File: src/sv/wecb_pkg.sv
// Shared types and codes for the window event count block.
// No dependencies; used by the interfaces, controller, datapath and checker.
package wecb_pkg;

	localparam int CNT_OUT_W = 11;
	localparam int STATUS_W  = 3;

	localparam logic FUNC_APPEND = 1'b0;
	localparam logic FUNC_QUERY  = 1'b1;

	typedef enum logic [STATUS_W-1:0] {
		STS_LOADED   = 3'd0,
		STS_FULL     = 3'd1,
		STS_ORDER    = 3'd2,
		STS_ANSWERED = 3'd3,
		STS_INVALID  = 3'd4
	} status_t;

	typedef struct packed {
		logic        func;
		logic [31:0] event_time;
		logic [31:0] window_length;
	} req_word_t;

	typedef struct packed {
		logic [STATUS_W-1:0]  status;
		logic [CNT_OUT_W-1:0] max_count;
		logic [CNT_OUT_W-1:0] min_count;
	} rsp_word_t;

	// which sweep pointer addresses the store read port
	typedef enum logic [1:0] {
		RD_A = 2'd0,
		RD_B = 2'd1,
		RD_J = 2'd2
	} rd_sel_t;

	typedef struct packed {
		logic    append;
		logic    start_query;
		logic    rd_en;
		rd_sel_t rd_sel;
		logic    inc_a;
		logic    inc_b;
		logic    inc_j;
		logic    max_init;
		logic    max_upd;
		logic    win_max;
		logic    min_init;
		logic    min_upd;
		logic    win_min;
		logic    out_load;
		status_t out_status;
	} dp_cmd_t;

	typedef struct packed {
		logic a_lt_n;
		logic b_lt_n;
		logic j_lt_n;
		logic rd_lt_lo;
		logic rd_le_lo;
		logic rd_lt_hi;
		logic rd_le_hi;
		logic rd_lt_len;
		logic rd_gt_tmax;
		logic full;
		logic out_of_order;
		logic bad_query;
	} dp_sts_t;

endpackage

File: src/sv/wecb_ctrl.sv
// Sequencer for appends and the two-pointer query sweeps.
// Depends on wecb_pkg; drives wecb_dp through dp_cmd_t / dp_sts_t.
module wecb_ctrl (
	input  logic              clk,
	input  logic              arst_n,
	input  logic              req_valid,
	input  logic              req_func,
	output logic              req_ready,
	output logic              rsp_valid,
	input  logic              rsp_ready,
	output wecb_pkg::dp_cmd_t cmd,
	input  wecb_pkg::dp_sts_t sts
);
	import wecb_pkg::*;

	typedef enum logic [18:0] {
		S_IDLE   = 19'h00001,
		S_MB_RD  = 19'h00002,
		S_MB_CK  = 19'h00004,
		S_MJ_RD  = 19'h00008,
		S_MJ_CK  = 19'h00010,
		S_MA_RD  = 19'h00020,
		S_MA_CK  = 19'h00040,
		S_MBB_RD = 19'h00080,
		S_MBB_CK = 19'h00100,
		S_MUP    = 19'h00200,
		S_NA_RD  = 19'h00400,
		S_NA_CK  = 19'h00800,
		S_NB_RD  = 19'h01000,
		S_NB_CK  = 19'h02000,
		S_NUP    = 19'h04000,
		S_NJ_RD  = 19'h08000,
		S_NJ_CK  = 19'h10000,
		S_DONE   = 19'h20000,
		S_SPARE  = 19'h40000
	} state_t;

	state_t state_q, state_d;
	logic   rsp_valid_q;
	logic   rsp_free;
	logic   accept;

	assign rsp_free  = !rsp_valid_q || rsp_ready;
	assign req_ready = (state_q == S_IDLE) && rsp_free;
	assign accept    = req_valid && req_ready;
	assign rsp_valid = rsp_valid_q;

	always_comb begin
		cmd     = '0;
		state_d = state_q;
		case (state_q)
			S_IDLE: begin
				if (accept) begin
					if (req_func == FUNC_APPEND) begin
						cmd.out_load = 1'b1;
						if (sts.full) begin
							cmd.out_status = STS_FULL;
						end else if (sts.out_of_order) begin
							cmd.out_status = STS_ORDER;
						end else begin
							cmd.append     = 1'b1;
							cmd.out_status = STS_LOADED;
						end
					end else if (sts.bad_query) begin
						cmd.out_load   = 1'b1;
						cmd.out_status = STS_INVALID;
					end else begin
						cmd.start_query = 1'b1;
						state_d         = S_MB_RD;
					end
				end
			end
			// max sweep: count events at or below L for t = 0
			S_MB_RD: begin
				if (sts.b_lt_n) begin
					cmd.rd_en  = 1'b1;
					cmd.rd_sel = RD_B;
					state_d    = S_MB_CK;
				end else begin
					cmd.max_init = 1'b1;
					state_d      = S_MJ_RD;
				end
			end
			S_MB_CK: begin
				if (sts.rd_le_hi) begin
					cmd.inc_b = 1'b1;
					state_d   = S_MB_RD;
				end else begin
					cmd.max_init = 1'b1;
					state_d      = S_MJ_RD;
				end
			end
			// max sweep: windows ending on each event at or past L
			S_MJ_RD: begin
				if (sts.j_lt_n) begin
					cmd.rd_en  = 1'b1;
					cmd.rd_sel = RD_J;
					state_d    = S_MJ_CK;
				end else begin
					cmd.min_init = 1'b1;
					state_d      = S_NA_RD;
				end
			end
			S_MJ_CK: begin
				if (sts.rd_lt_len) begin
					cmd.inc_j = 1'b1;
					state_d   = S_MJ_RD;
				end else begin
					cmd.win_max = 1'b1;
					state_d     = S_MA_RD;
				end
			end
			S_MA_RD: begin
				if (sts.a_lt_n) begin
					cmd.rd_en  = 1'b1;
					cmd.rd_sel = RD_A;
					state_d    = S_MA_CK;
				end else begin
					state_d = S_MBB_RD;
				end
			end
			S_MA_CK: begin
				if (sts.rd_lt_lo) begin
					cmd.inc_a = 1'b1;
					state_d   = S_MA_RD;
				end else begin
					state_d = S_MBB_RD;
				end
			end
			S_MBB_RD: begin
				if (sts.b_lt_n) begin
					cmd.rd_en  = 1'b1;
					cmd.rd_sel = RD_B;
					state_d    = S_MBB_CK;
				end else begin
					state_d = S_MUP;
				end
			end
			S_MBB_CK: begin
				if (sts.rd_le_hi) begin
					cmd.inc_b = 1'b1;
					state_d   = S_MBB_RD;
				end else begin
					state_d = S_MUP;
				end
			end
			S_MUP: begin
				cmd.max_upd = 1'b1;
				cmd.inc_j   = 1'b1;
				state_d     = S_MJ_RD;
			end
			// min sweep: open window (t, t+L) for t = 0 and t = each event up to the last timestamp minus L
			S_NA_RD: begin
				if (sts.a_lt_n) begin
					cmd.rd_en  = 1'b1;
					cmd.rd_sel = RD_A;
					state_d    = S_NA_CK;
				end else begin
					state_d = S_NB_RD;
				end
			end
			S_NA_CK: begin
				if (sts.rd_le_lo) begin
					cmd.inc_a = 1'b1;
					state_d   = S_NA_RD;
				end else begin
					state_d = S_NB_RD;
				end
			end
			S_NB_RD: begin
				if (sts.b_lt_n) begin
					cmd.rd_en  = 1'b1;
					cmd.rd_sel = RD_B;
					state_d    = S_NB_CK;
				end else begin
					state_d = S_NUP;
				end
			end
			S_NB_CK: begin
				if (sts.rd_lt_hi) begin
					cmd.inc_b = 1'b1;
					state_d   = S_NB_RD;
				end else begin
					state_d = S_NUP;
				end
			end
			S_NUP: begin
				cmd.min_upd = 1'b1;
				state_d     = sts.j_lt_n ? S_NJ_RD : S_DONE;
			end
			S_NJ_RD: begin
				cmd.rd_en  = 1'b1;
				cmd.rd_sel = RD_J;
				cmd.inc_j  = 1'b1;
				state_d    = S_NJ_CK;
			end
			S_NJ_CK: begin
				if (sts.rd_gt_tmax) begin
					state_d = S_DONE;
				end else begin
					cmd.win_min = 1'b1;
					state_d     = S_NA_RD;
				end
			end
			S_DONE: begin
				if (rsp_free) begin
					cmd.out_load   = 1'b1;
					cmd.out_status = STS_ANSWERED;
					state_d        = S_IDLE;
				end
			end
			default: begin
				state_d = S_IDLE;
			end
		endcase
	end

	always_ff @(posedge clk or negedge arst_n) begin
		if (!arst_n) begin
			state_q     <= S_IDLE;
			rsp_valid_q <= 1'b0;
		end else begin
			state_q <= state_d;
			if (cmd.out_load) begin
				rsp_valid_q <= 1'b1;
			end else if (rsp_ready) begin
				rsp_valid_q <= 1'b0;
			end
		end
	end

endmodule

File: config.mk
export PLATFORM = sky130hd
export DESIGN_NAME = wecb_ctrl
export DESIGN_NICKNAME = d
export VERILOG_FILES = /design/src/sv/wecb_pkg.sv /design/src/sv/wecb_ctrl.sv
export SDC_FILE = /design/constraint.sdc
export NUM_CORES = 1
export LEC_CHECK = 0
export BUFFER_PORTS_ARGS = -buffer_cell sky130_fd_sc_hd__buf_2
export CORE_MARGIN = 2
export CORE_UTILIZATION = 51
export DETAILED_ROUTE_END_ITERATION = 16
export PLACE_DENSITY = 0.79
export SLEW_MARGIN = 10
export SYNTH_ARGS = -nofsm -noshare
export SYNTH_HDL_FRONTEND = slang
export SYNTH_SLANG_ARGS = --single-unit
File: constraint.sdc
create_clock -name clk -period 3 [get_ports clk]
set_input_delay 0.45 -clock clk [delete_from_list [all_inputs] [get_ports clk]]
set_output_delay 0.45 -clock clk [all_outputs]
set_load 0.005 [all_outputs]
# Word-level counts from Yosys, hierarchy flattened
# Index checks and enable logic that the tools add are counted.
# totals
output_inout_bits	20
elab_cells	92
ff_bits	20
# op_classes
n_reduce_logical	10
n_eq_ne	22
mux	58
# ops
op	n
$pmux 19 s18	1
$mux 19	4
$mux 18	2
$mux 15	2
$mux 13	2
$mux 4	6
$mux 1	22
$mux 10	2
$eq 19x1->1 const B	1
$eq 19x10->1 const B	1
$eq 19x11->1 const B	1
$eq 19x12->1 const B	1
$eq 19x13->1 const B	1
$eq 19x14->1 const B	1
$eq 19x15->1 const B	1
$eq 19x16->1 const B	1
$eq 19x17->1 const B	1
$eq 19x18->1 const B	1
$eq 19x2->1 const B	1
$eq 19x3->1 const B	1
$eq 19x4->1 const B	1
$eq 19x5->1 const B	1
$eq 19x6->1 const B	1
$eq 19x7->1 const B	1
other kinds (18)	33

# Depth between registers and ports, before layout
# Gate-level depths: netlist (run 1).
# logic_depth
ltp_word	7
ltp_mapped	7
ltp_nobuf	7

# Worst setup path after synthesis (run 1)
# OpenSTA, ideal clock, no wires.
# synth_timing
kind	reg-to-output
startpoint	reg state_q[5]
endpoint	out cmd[15] (netlist bit)
t_required_ns	2.550
n_path_buf	0
arrival_ns	1.910
stages_incl_launch_ff	7
slack_ns	0.640
path_cell_list	dfrtp_1 -> nor4_4 -> nand4_1 -> or4b_4 -> and3_4 -> nor2_4 -> or3b_1
# synth_rtl
element	line_no	text
start, declared	wecb_ctrl.sv:38	state_t state_q, state_d;
start signal, assigned	wecb_ctrl.sv:223	state_q <= state_d;
end, declared	wecb_ctrl.sv:11	output wecb_pkg::dp_cmd_t cmd,

==> impl_metrics.env, run 1 <==
export IMPL_gp_congestion=0.8935
export IMPL_reg2reg_from="state_q[7]$_DFFE_PN0P_"
export IMPL_worstHoldPathType="primary input to asynchronous set/reset pin"
export IMPL_cts_buffers_inserted=3
export IMPL_dpl_hpwl_um=2580
export IMPL_area_growth_pct=20.45
export IMPL_period_minus_slack_ns=2.925
export IMPL_synth_xor_area_frac=0.02035
export IMPL_drv_slew=0
export IMPL_syn_inst=146
export IMPL_clk_latency_ns=0.31
export IMPL_max_slew_margin_rel=0.6569
export IMPL_wl_um=3366
export IMPL_fp_row_count=18
export IMPL_io_buffers=36
export IMPL_die_h_um=54.32
export IMPL_vias_per_cell=5.940
export IMPL_synthMuxAreaShare=0
export IMPL_critPathMaxFanout=5
export IMPL_power_density_mw_per_mm2=408.8
export IMPL_diodes=0
export IMPL_reg2reg_slack_ns=0.91
export IMPL_setup_violations_final=0
export IMPL_ios=37
export IMPL_status="finished, final reports clean"
export IMPL_initial_core_util=0.5309
export IMPL_fill_cells=206
export IMPL_hold_viol=0
export IMPL_drt_iter0_drc=46
export IMPL_ir_worst_vdd_mv=0.2835
export IMPL_post_route_period_util=0.9751
export IMPL_antenna_found_initial=0
export IMPL_dieWidth_um=54.32
export IMPL_cts_tree="built"
export IMPL_worstSetupPathType="flip-flop to primary output"
export IMPL_arrival_ns=2.48
export IMPL_synth_compound_area_frac=0.1105
export IMPL_cts_root_buf="clkbuf_4"
export IMPL_grt_pass1_wl_um=4912
export IMPL_worst_slew_pin_slew_ns=0.5100
export IMPL_ys_seq_elements=19
export IMPL_endpoint_kind="primary output"
export IMPL_fin_ws_ns=0.07473
export IMPL_leakage_nw=0.7929
export IMPL_first_global_vias=1062
export IMPL_cap_viol_max_count=0
export IMPL_skew_ns=0.004818
export IMPL_dp_slack_ns=0.4260
export IMPL_synth_cell_area_mm2=0.001291
export IMPL_power_switching_share=0.3582
export IMPL_design_core_area_mm2=0.002432
export IMPL_rsz0062_at_grt="yes"
export IMPL_critPathLaunchType="flip-flop"
export IMPL_yosysWarnings=0
export IMPL_intPower_mw=0.4081
export IMPL_cts_hold_buf=0
export IMPL_avgSynthCellArea_um2=8.844
export IMPL_final_cell_mix="buf_2, dfrtp_1, nand2_1"
export IMPL_layout_commonest_cell="buf_2"
export IMPL_grt_overflow=0
export IMPL_post_drt_wl_per_cell_um=15.58
export IMPL_p_sw_mw=0.2277
export IMPL_grt_max_degree=20
export IMPL_grt_usage=0.2346
export IMPL_clk_pin_slew_ns=0.12
export IMPL_clock_sinks=19
export IMPL_drive_gt1_frac=0.3172
export IMPL_p_comb_frac=0.329
export IMPL_crit_start="state_q[7]$_DFFE_PN0P_"
export IMPL_max_freq_mhz=341.8
export IMPL_antenna_left=0
export IMPL_drc_errors=0
export IMPL_htree_levels=1
export IMPL_power_frac_clock=0.216
export IMPL_design_power_total_mw=0.6358
export IMPL_synth_fa_ha_area_frac=0
export IMPL_synthSimpleGateAreaFrac=0.4671
export IMPL_power_frac_seq=0.455
export IMPL_cts_buffer_depth=2
export IMPL_fp_dieArea_mm2=0.002950
export IMPL_yosysSeqAreaShare=0.3692
export IMPL_synth_cell_types=43
export IMPL_drtPass1Iterations=4
export IMPL_cp_required_ns=2.55
export IMPL_routed_via_count=1283
export IMPL_final_nets=204
export IMPL_synth_top_family_by_area="simple AND/OR/NAND/NOR gates"
export IMPL_syn_nets=163
per-layer routing:
metal  wire length [um]  part of all wire  up-vias  track usage
met4                101             0.030        0      0.08750
li1                   -                 -      621            -
met1               1438              0.43      609       0.3242
met2               1623              0.48       43       0.3695
met3                202             0.060       10      0.03552
met5                  0                 0        -            0
final timing paths:
kind,cells past startpoint,endpoint
setup / recovery,7,cmd[15]
hold / removal,1,state_q[5]$_DFFE_PN0P_
setup reg to reg,6,rsp_valid$_DFFE_PN0P_
hold reg to reg,2,rsp_valid$_DFFE_PN0P_
max in group asynchronous,1,state_q[0]$_DFFE_PN1P_
min in group clk,2,state_q[14]$_DFFE_PN0P_
kinds of logic after synthesis:
group,Yosys count
AO/OA/AOI/OAI,20
XOR/XNOR,3
buffers and inverters,11
flip-flops,19
AND/OR/NAND/NOR,93
critical path: stages, from the launching register on:
cell and delay, ns:
dfrtp_1 0.46, nor4_4 0.44, nand4_1 0.21, or4_1 0.57, and3_4 0.19, nor2_4 0.08, or3b_1 0.11, buf_2 0.10
cell type report:
| cell class | count | area, um2 | area share |
|---|---|---|---|
| Clock buffer | 3 | 22.52 | 0.01448 |
| Clock inverter | 1 | 5.005 | 0.003218 |
| Multi-Input combinational cell | 116 | 787.0 | 0.5060 |
| Inverter | 10 | 37.54 | 0.02414 |
| Timing Repair Buffer | 37 | 187.7 | 0.1207 |
| Tap cell | 30 | 37.54 | 0.02414 |
| Sequential cell | 19 | 478.0 | 0.3073 |
Yosys cell counts:
library cell / count / share of area
nor4b_1: 3 / 0.020
nor2_1: 14 / 0.041
or4b_4: 1 / 0.011
a41oi_1: 1 / 0.0068
dfrtp_1: 18 / 0.35
o311ai_0: 1 / 0.0068
nand3_1: 6 / 0.023
o41ai_2: 1 / 0.013
or4_1: 3 / 0.017
and3_2: 1 / 0.0058
nor2_4: 1 / 0.0087
nor2b_1: 8 / 0.039
xor2_1: 1 / 0.0068
or2b_1: 1 / 0.0058
o2bb2ai_1: 1 / 0.0068
dfstp_2: 1 / 0.020
and3_1: 2 / 0.0097
o22ai_1: 2 / 0.0097
nor4_1: 3 / 0.015
nand3_2: 1 / 0.0078
o21ai_1: 1 / 0.0039
buf_2: 1 / 0.0039
a21oi_1: 1 / 0.0039
o221ai_1: 2 / 0.014
nand2b_1: 4 / 0.019
or3b_1: 2 / 0.014
and3_4: 1 / 0.0087
nor4_4: 4 / 0.066
o21ai_0: 7 / 0.027
or3b_2: 1 / 0.0068
and2_1: 4 / 0.019
o31ai_1: 1 / 0.0058
nor3_1: 6 / 0.023
and4_1: 2 / 0.014
and3b_1: 1 / 0.0068
o21ai_2: 1 / 0.0068
inv_1: 10 / 0.029
nand4_1: 6 / 0.029
or2_2: 1 / 0.0048
a221oi_1: 1 / 0.0068
nand2_1: 16 / 0.047
nand3b_1: 1 / 0.0058
xnor2_1: 2 / 0.014
metrics by stage:
step | cell area [um2] | cells | hold slack (ns) | util | setup TNS (ns)
final | 1555 | 216 | 0.06621 | 0.6394 | 0
after global routing | 1555 | 216 | 0.08008 | 0.6394 | -0.03826
after CTS | 1531 | 215 | 0.07854 | 0.6296 | 0
after detailed placement | 1504 | 211 | 0.4164 | 0.6183 | 0
after global placement | 1504 | 211 | 0.4104 | 0.6183 | 0
after floorplan | 1291 | 146 | 0.1544 | - | 0
power groups by stage:
stage | Sequential (mW) | Clock [mW] | Combinational, mW
finish | 0.289 | 0.138 | 0.209
global route | 0.291 | 0.148 | 0.225
global placement | 0.293 | 0 | 0.176
CTS | 0.288 | 0.137 | 0.185
detailed placement | 0.293 | 0 | 0.181
floorplan | 0.292 | 0 | 0.118
flip-flops by register name, summed over array words and instances (netlist names):
signal     flops
state_q       18
rsp_valid      1
what timing repair did:
item                                   in CTS  in global routing
setup endpoints to repair                   0                  4
resized for setup                           0                  4
endpoints found under the hold margin       0                  0
setup buffers                               0                  1
Note: power is estimated with default switching activity, not from simulation.
==> run 2, diff against run 1 <==
clock period = 2.74 ns   (was 3 ns; I/O delays follow)
==> impl_metrics.env, run 2 (synthesized netlist as in run 1, its figures left out) <==
export IMPL_status="finished, violations left"
export IMPL_violations="setup timing"
export IMPL_dpl_hpwl_um=2713
export IMPL_grt_max_degree=20
export IMPL_layout_commonest_cell="buf_2"
export IMPL_final_cell_mix="buf_2, buf_4, nand2_1"
export IMPL_r2r_end="rsp_valid$_DFFE_PN0P_"
export IMPL_max_slew_margin_rel=0.6650
export IMPL_grt_usage=0.2784
export IMPL_drive_gt1_frac=0.4286
export IMPL_setup_violations_final=9
export IMPL_worst_slew_pin_slew_ns=0.4955
export IMPL_worstHoldPathType="primary input to asynchronous set/reset pin"
export IMPL_post_route_period_util=1.064
export IMPL_clock_sinks=19
export IMPL_rsz0062_at_grt="yes"
export IMPL_fin_area_mm2=0.001752
export IMPL_critPathMaxFanout=6
export IMPL_fp_row_count=18
export IMPL_first_global_vias=1211
export IMPL_holdWs_ns=0.01390
export IMPL_htree_levels=1
export IMPL_power_density_mw_per_mm2=452.4
export IMPL_drtPass1Iterations=7
export IMPL_power_frac_clock=0.199
export IMPL_area_growth_pct=35.66
export IMPL_die_h_um=54.32
export IMPL_drv_slew=0
export IMPL_power_frac_seq=0.402
export IMPL_cap_viol_max_count=0
export IMPL_post_drt_wl_per_cell_um=18.21
export IMPL_cts_root_buf="clkbuf_4"
export IMPL_clk_latency_ns=0.32
export IMPL_max_freq_mhz=343.1
export IMPL_period_minus_slack_ns=2.915
export IMPL_hold_viol=0
export IMPL_endpoint_kind="primary output"
export IMPL_skew_ns=0.006198
export IMPL_drc_errors=0
export IMPL_worstSetupPathType="flip-flop to primary output"
export IMPL_intPower_mw=0.4965
export IMPL_ir_worst_vdd_mv=0.4340
export IMPL_final_core_util=0.7202
export IMPL_gp_congestion=0.8816
export IMPL_multi_input_area_um2=850.8
export IMPL_vias_per_cell=6.245
export IMPL_arrival_ns=2.50
export IMPL_cts_buffer_depth=2
export IMPL_place_area_mm2=0.001511
export IMPL_fin_ws_ns=-0.1746
export IMPL_cp_required_ns=2.33
export IMPL_ios=37
export IMPL_cts_buffers_inserted=3
export IMPL_initial_core_util=0.5309
export IMPL_grt_overflow=0
export IMPL_leakage_nw=0.8784
export IMPL_fp_dieArea_mm2=0.002950
export IMPL_antenna_left=0
export IMPL_power_switching_share=0.3735
export IMPL_reg2reg_from="state_q[14]$_DFFE_PN0P_"
export IMPL_drt_iter0_drc=60
export IMPL_grt_pass1_wl_um=5733
export IMPL_diodes=0
export IMPL_ff_latch_area_um2=483.0
export IMPL_p_sw_mw=0.2959
export IMPL_cts_tree="built"
export IMPL_reg2reg_slack_ns=0.61
export IMPL_final_nets=221
export IMPL_wl_um=4243
export IMPL_crit_start="state_q[14]$_DFFE_PN0P_"
export IMPL_routed_via_count=1455
export IMPL_antenna_found_initial=0
export IMPL_p_comb_frac=0.400
export IMPL_design_core_area_mm2=0.002432
export IMPL_r2r_cells=7
export IMPL_crit_end="cmd[1]"
export IMPL_fill_cells=184
export IMPL_dieWidth_um=54.32
export IMPL_largest_register_ffs=18
export IMPL_top_register="state_q"
export IMPL_critPathLaunchType="flip-flop"
export IMPL_io_buffers=36
export IMPL_clk_pin_slew_ns=0.13
-- run 2: cell count changes in the layout (fill, tap and decap cells not counted), sizes merged --
cell	change
buf	+17
-- run 2: worst min-delay path by stage --
stage	start	end	cells after the start
after floorplan	arst_n	rsp_valid$_DFFE_PN0P_	0
after global placement	arst_n	state_q[11]$_DFFE_PN0P_	1
after detailed placement	arst_n	state_q[6]$_DFFE_PN0P_	1
after CTS	arst_n	state_q[7]$_DFFE_PN0P_	1
after global routing	arst_n	state_q[11]$_DFFE_PN0P_	1
final	arst_n	state_q[11]$_DFFE_PN0P_	1
-- run 2: cell type report --
type,count,area share
tap,30,0.02143
clock inverter,1,0.002857
clock buffer,3,0.01286
timing repair buffer,54,0.1800
sequential,19,0.2757
multi-input combinational,116,0.4857
inverter,10,0.02143
-- run 2: metal layers --
| metal | track usage | vias up | wire, um |
|---|---|---|---|
| met5 | 0 | - | 0 |
| met4 | 0.1125 | 0 | 99 |
| met2 | 0.4558 | 97 | 2061 |
| met3 | 0.01913 | 15 | 357 |
| li1 | - | 649 | - |
| met1 | 0.3808 | 694 | 1725 |
-- run 2: critical path, cell delays in order, from the launching register on --
cell,delay (ns)
dfrtp_2,0.47
nor4_4,0.38
buf_4,0.18
and4_1,0.22
nand3_2,0.10
or3b_4,0.46
o41ai_2,0.21
buf_2,0.16
-- run 2: what timing repair did --
action                     in CTS  in global routing
pin swaps                       8                 12
setup endpoints to repair      11                 13
hold buffers                    0                  0
buffers inserted               10                  7
resized for setup               8                 11
-- run 2: power by group through the flow --
stage                     clock [mW]  combinational, mW  sequential, mW
after floorplan                    0              0.129           0.320
after global placement             0              0.193           0.320
after detailed placement           0              0.203           0.321
after CTS                      0.157              0.255           0.316
after global routing           0.171              0.341           0.322
final                          0.157              0.317           0.318
-- run 2: through the flow --
step | std cells | TNS (ns) | power [mW] | setup WS (ns)
after floorplan | 146 | 0 | 0.4492 | 0.4190
after global placement | 212 | 0 | 0.5138 | 0.2561
after detailed placement | 212 | 0 | 0.5233 | 0.1451
after CTS | 226 | -0.1187 | 0.7280 | -0.1042
after global routing | 233 | -1.644 | 0.8331 | -0.2083
final | 233 | -0.9010 | 0.7924 | -0.1746
